[src/vmt_pkg.sv]
// shared types, widths, register map and reset values for the vertex matrix transform
`default_nettype none
package vmt_pkg;

  localparam int unsigned FRAC_BITS_DEF = 12;
  localparam int unsigned COORD_W       = 16;
  localparam int unsigned NUM_LANES     = 4;
  localparam int unsigned ROW_W         = NUM_LANES * COORD_W;
  localparam int unsigned PROD_W        = 2 * COORD_W;
  localparam int unsigned SUM_W         = PROD_W + 2;
  localparam int unsigned OUT_W         = 22;
  localparam int unsigned COMP_W        = 3;
  localparam int unsigned DATA_W        = 64;
  localparam int unsigned ADDR_W        = 6;

  typedef logic [ROW_W-1:0] row_t;
  typedef logic [NUM_LANES-1:0][COORD_W-1:0] point_t;

  // register map, one 64-bit register every 8 bytes
  typedef enum logic [2:0] {
    REG_ROW_X      = 3'd0,
    REG_ROW_Y      = 3'd1,
    REG_ROW_Z      = 3'd2,
    REG_ROW_W      = 3'd3,
    REG_COMPONENTS = 3'd4,
    REG_PROJECTIVE = 3'd5
  } reg_idx_t;

  localparam logic [COMP_W-1:0] COMP_TWO   = 3'd2;
  localparam logic [COMP_W-1:0] COMP_THREE = 3'd3;
  localparam logic [COMP_W-1:0] COMP_FOUR  = 3'd4;

  // identity matrix, one Q4.12 unit on the diagonal
  localparam row_t ROW_X_RST = 64'h0000_0000_0000_1000;
  localparam row_t ROW_Y_RST = 64'h0000_0000_1000_0000;
  localparam row_t ROW_Z_RST = 64'h0000_1000_0000_0000;
  localparam row_t ROW_W_RST = 64'h1000_0000_0000_0000;
  localparam logic [COMP_W-1:0] COMP_RST = COMP_THREE;

  // load strobes for the two lane pipeline stages
  typedef struct packed {
    logic load_mul;
    logic load_sum;
  } stage_ctl_t;

endpackage
`default_nettype wire

[src/vmt_lane.sv]
// one matrix row lane: four registered products, then sum and arithmetic shift
`default_nettype none
module vmt_lane #(
  parameter int unsigned FRAC_BITS = vmt_pkg::FRAC_BITS_DEF
) (
  input  logic                               clk,
  input  vmt_pkg::stage_ctl_t                ctl,
  input  vmt_pkg::row_t                      row,
  input  vmt_pkg::point_t                    point,
  output logic signed [vmt_pkg::OUT_W-1:0]   result
);
  import vmt_pkg::*;

  logic signed [PROD_W-1:0] prod [NUM_LANES];
  logic signed [SUM_W-1:0]  sum_c;
  logic signed [SUM_W-1:0]  shifted;

  always_ff @(posedge clk) begin
    if (ctl.load_mul) begin
      for (int k = 0; k < NUM_LANES; k++) begin
        prod[k] <= $signed(row[k*COORD_W +: COORD_W]) * $signed(point[k]);
      end
    end
  end

  always_comb begin
    sum_c = '0;
    for (int k = 0; k < NUM_LANES; k++) begin
      sum_c = sum_c + $signed({{(SUM_W-PROD_W){prod[k][PROD_W-1]}}, prod[k]});
    end
    // arithmetic shift rounds toward minus infinity
    shifted = sum_c >>> FRAC_BITS;
  end

  always_ff @(posedge clk) begin
    if (ctl.load_sum) begin
      result <= shifted[OUT_W-1:0];
    end
  end

endmodule
`default_nettype wire

[config.mk]
export PLATFORM = sky130hd
export DESIGN_NAME = vmt_lane
export DESIGN_NICKNAME = d
export VERILOG_FILES = /design/src/vmt_pkg.sv /design/src/vmt_lane.sv
export SDC_FILE = /design/constraint.sdc
export NUM_CORES = 2
export LEC_CHECK = 0
export ABC_CLOCK_PERIOD_IN_PS = 15600
export BUFFER_PORTS_ARGS = -buffer_cell sky130_fd_sc_hd__buf_2
export CORE_ASPECT_RATIO = 0.75
export CORE_MARGIN = 2
export CORE_UTILIZATION = 30
export DETAILED_ROUTE_END_ITERATION = 10
export SKIP_CTS_REPAIR_TIMING = 1
export SYNTH_ARGS = -nofsm -noshare
export SYNTH_HDL_FRONTEND = slang
export SYNTH_SLANG_ARGS = --single-unit
export TNS_END_PERCENT = 20
[constraint.sdc]
create_clock -name clk -period 15.6 [get_ports clk]
set_clock_uncertainty 0.1 [all_clocks]
set_input_delay 0.78 -clock clk [delete_from_list [all_inputs] [get_ports clk]]
set_output_delay 0.78 -clock clk [all_outputs]
set_load 0.03 [all_outputs]
==> summary.txt <==
Run status
  • Outcome: complete, no violations

Critical path
  • CP most frequent cell: fa_1
  • Slowest CP cell: fa_1
  • CP max stage delay: 0.92 ns
  • Critical path startpoint category: primary input
  • Arrival @ worst endpoint: 7.39 ns
  • Critical Path Sink Type: register
  • Crit path max-delay family: adder cells
  • Worst path cell trace: buf_2 > nand2_1 > inv_1 > fa_1 > fa_1 > fa_1 > fa_1 > fa_1 > inv_1 > fa_1 > inv_1 > ha_1 > a21oi_1 > o21ai_1 > nor2_1 > o211ai_1 > and3_1 > a311oi_1 > nor2_1 > a311oi_1
  • WP data required: 15.73 ns
  • Crit-path max FO: 16
  • CP bufs+invs: 4
  • WS Path Type: in -> reg

Synthesis
  • Post-synthesis cell type count: 68
  • Synth Area in Compound Gates: 0.0527
  • Synth Flop Type: edfxtp_1
  • Area contributors post-synth: fa_1, edfxtp_1, ha_1, inv_1, and2_1
  • Most frequent cell after synthesis: inv_1
  • Largest family of logic cells by synthesized area: adder cells
  • Post-synthesis sequential area ratio: 0.0971
  • Commonest cells post-synth: inv_1, fa_1, nand2_1
  • Synthesis Warnings: 0
  • Syn Area/Cell: 9.79 um2
  • FF+latch count, synth: 150
  • Syn_nets: 6341
  • Post-synthesis mux area share: 0.000863
  • Simple-Gate Fraction of Synth Area: 0.141
  • Async S/R FF share, synth: 0
  • Share of the synthesized area in the top cell type: 0.480
  • Synth Area in Adders: 0.577
  • XOR/XNOR Fraction of Synth Area: 0.0276
  • Post-synthesis cell area: 46400 um2
  • EDFF count, synth: 150
  • Cells after synthesis: 4739
  • Leading area contributor after synthesis: fa_1

Timing
  • Tightest Pin Transition: 1.03 ns
  • Total negative slack: 0 ns
  • Count of pins over their slew limit: 0
  • Crit path time final: 7.26 ns
  • Relative slew slack: 0.298
  • Final hold vios: 0
  • Final setup vio count: 0
  • Fin crit share: 0.465
  • RSZ-0062 raised after global routing: false
  • Setup WS post-layout: 8.34 ns
  • FMAX: 0.138 GHz

Drt
  • Vias: 31600
  • Detail Route Antenna Nets: 0
  • DR iter-0 viols: 1879
  • DR pass1 iterations: 5
  • WL/cell: 17.1 um
  • Total Routed Length: 116000 um
  • # DRC: 0
  • Vias per inst: 4.64

Finish
  • Final core occ: 0.325
  • Area grow syn2layout: 7.17%
  • NumNets Final: 6379
  • Final instance area: 49700 um2
  • Share of layout cells above drive strength 1: 0.0409

Clock tree
  • Clock Pin Slew Worst Setup and Hold Paths: 0.06 ns
  • Clock Tree Root: clkbuf_16
  • H-Tree Depth: 4
  • Clock sinks: 150
  • Clk_lat worst skew: 0.46 ns
  • Clock tree from TritonCTS: built
  • Longest Clk Path Bufs: 2
  • Total CTS buffers: 17

Min path
  • Hold Path Class: in -> reg

Die
  • Placeable Area: 153000 um2
  • Top Ports: 153
  • Die area: 158000 um2
  • Die Y: 345 um
  • Rows: 124
  • Initial Util: 0.303
  • Die Wd: 458 um

GRT
  • GRT Util Overall: 0.154
  • Vias in the first global route: 33900
  • Largest net degree at the start of global routing: 70
  • First-pass GRT wire length: 190000 um
  • Overflow after GRT: 0
  • Initial antenna violation count: 15

Placed design
  • Routability Congestion: 0.855
  • Placed cell areas: 49200 um2
  • Port buffer count: 152
  • Worst slack, placed: 8.02 ns
  • HPWL Detailed: 99900 um

Run
  • Max-cap violations: 0
==> cells in the final DEF, fill, tap and decap left out, types with 32 or more instances in the layout <==
cell type     n
inv_1      1152
and2_1      503
edfxtp_1    150
a21o_1       45
fa_1       1112
nor2_1      135
ha_1        359
buf_2       151
a21oi_1     102
o21ai_0      50
xnor2_1     114
nand2_1     518
xor2_1       32
==> per-layer routing <==
layer,part of all wire,GRT usage,up-vias,wire [um]
met1,0.48,0.229,16500,55500
met5,0.00058,0,-,67
met2,0.44,0.237,813,51700
met4,0.018,0.0263,12,2060
li1,-,-,14200,-
met3,0.060,0.0259,99,6980
==> layout make-up <==
class	count	area, um2
Antenna cell	3	7.51
Clock inverter	12	95.1
Inverter	1152	4320
Tap cell	2016	2520
Fill cell	15700	103000
Sequential cell	150	4500
Clock buffer	19	433
Timing Repair Buffer	155	786
Multi-Input combinational cell	3301	37000
==> stage by stage <==
| stage | hold WS, ns | instances |
|---|---|---|
| final | 0.794 | 6808 |
| after detailed placement | 0.890 | 6774 |
| after CTS | 0.781 | 6805 |
| after global routing | 0.799 | 6808 |
| after global placement | 0.886 | 6774 |
| after floorplan | 0.746 | 4739 |
==> state kept, by name (all words and copies together), names as in the netlist <==
signal	count
prod	128
result	22
==> cells by family (layout without fill, tap and decap cells) <==
kind of cell	Yosys count	after routing
adders and majority gates	1471	1471
and+or+nand+nor	1309	1309
buffers and inverters	1288	1338
AOI/OAI and AO/OA	371	371
DFF	150	150
xor gates and xnor gates	146	146
muxes	4	4
other	0	3
==> final timing paths <==
path,slack [ns],endpoint,depth (start not counted),startpoint
setup / recovery,8.34,prod[2][31]$_DFFE_PP_,20,point[33]
hold / removal,0.79,result[12]$_DFFE_PP_,1,ctl[0]
setup reg to reg,11.20,result[21]$_DFFE_PP_,11,prod[3][14]$_DFFE_PP_
hold reg to reg,0.90,result[8]$_DFFE_PP_,4,prod[1][20]$_DFFE_PP_
==> worst reg2reg max path, delay by kind of cell, from the launching register on <==
family,cells,cell delay [ns]
compound gates,7,1.92
fa+ha+maj,3,1.32
simple gates,1,0.29
flops,1,0.50
Power is not shown: default switching activity piles up to over one toggle a cycle in this logic, so the estimate is an artifact.
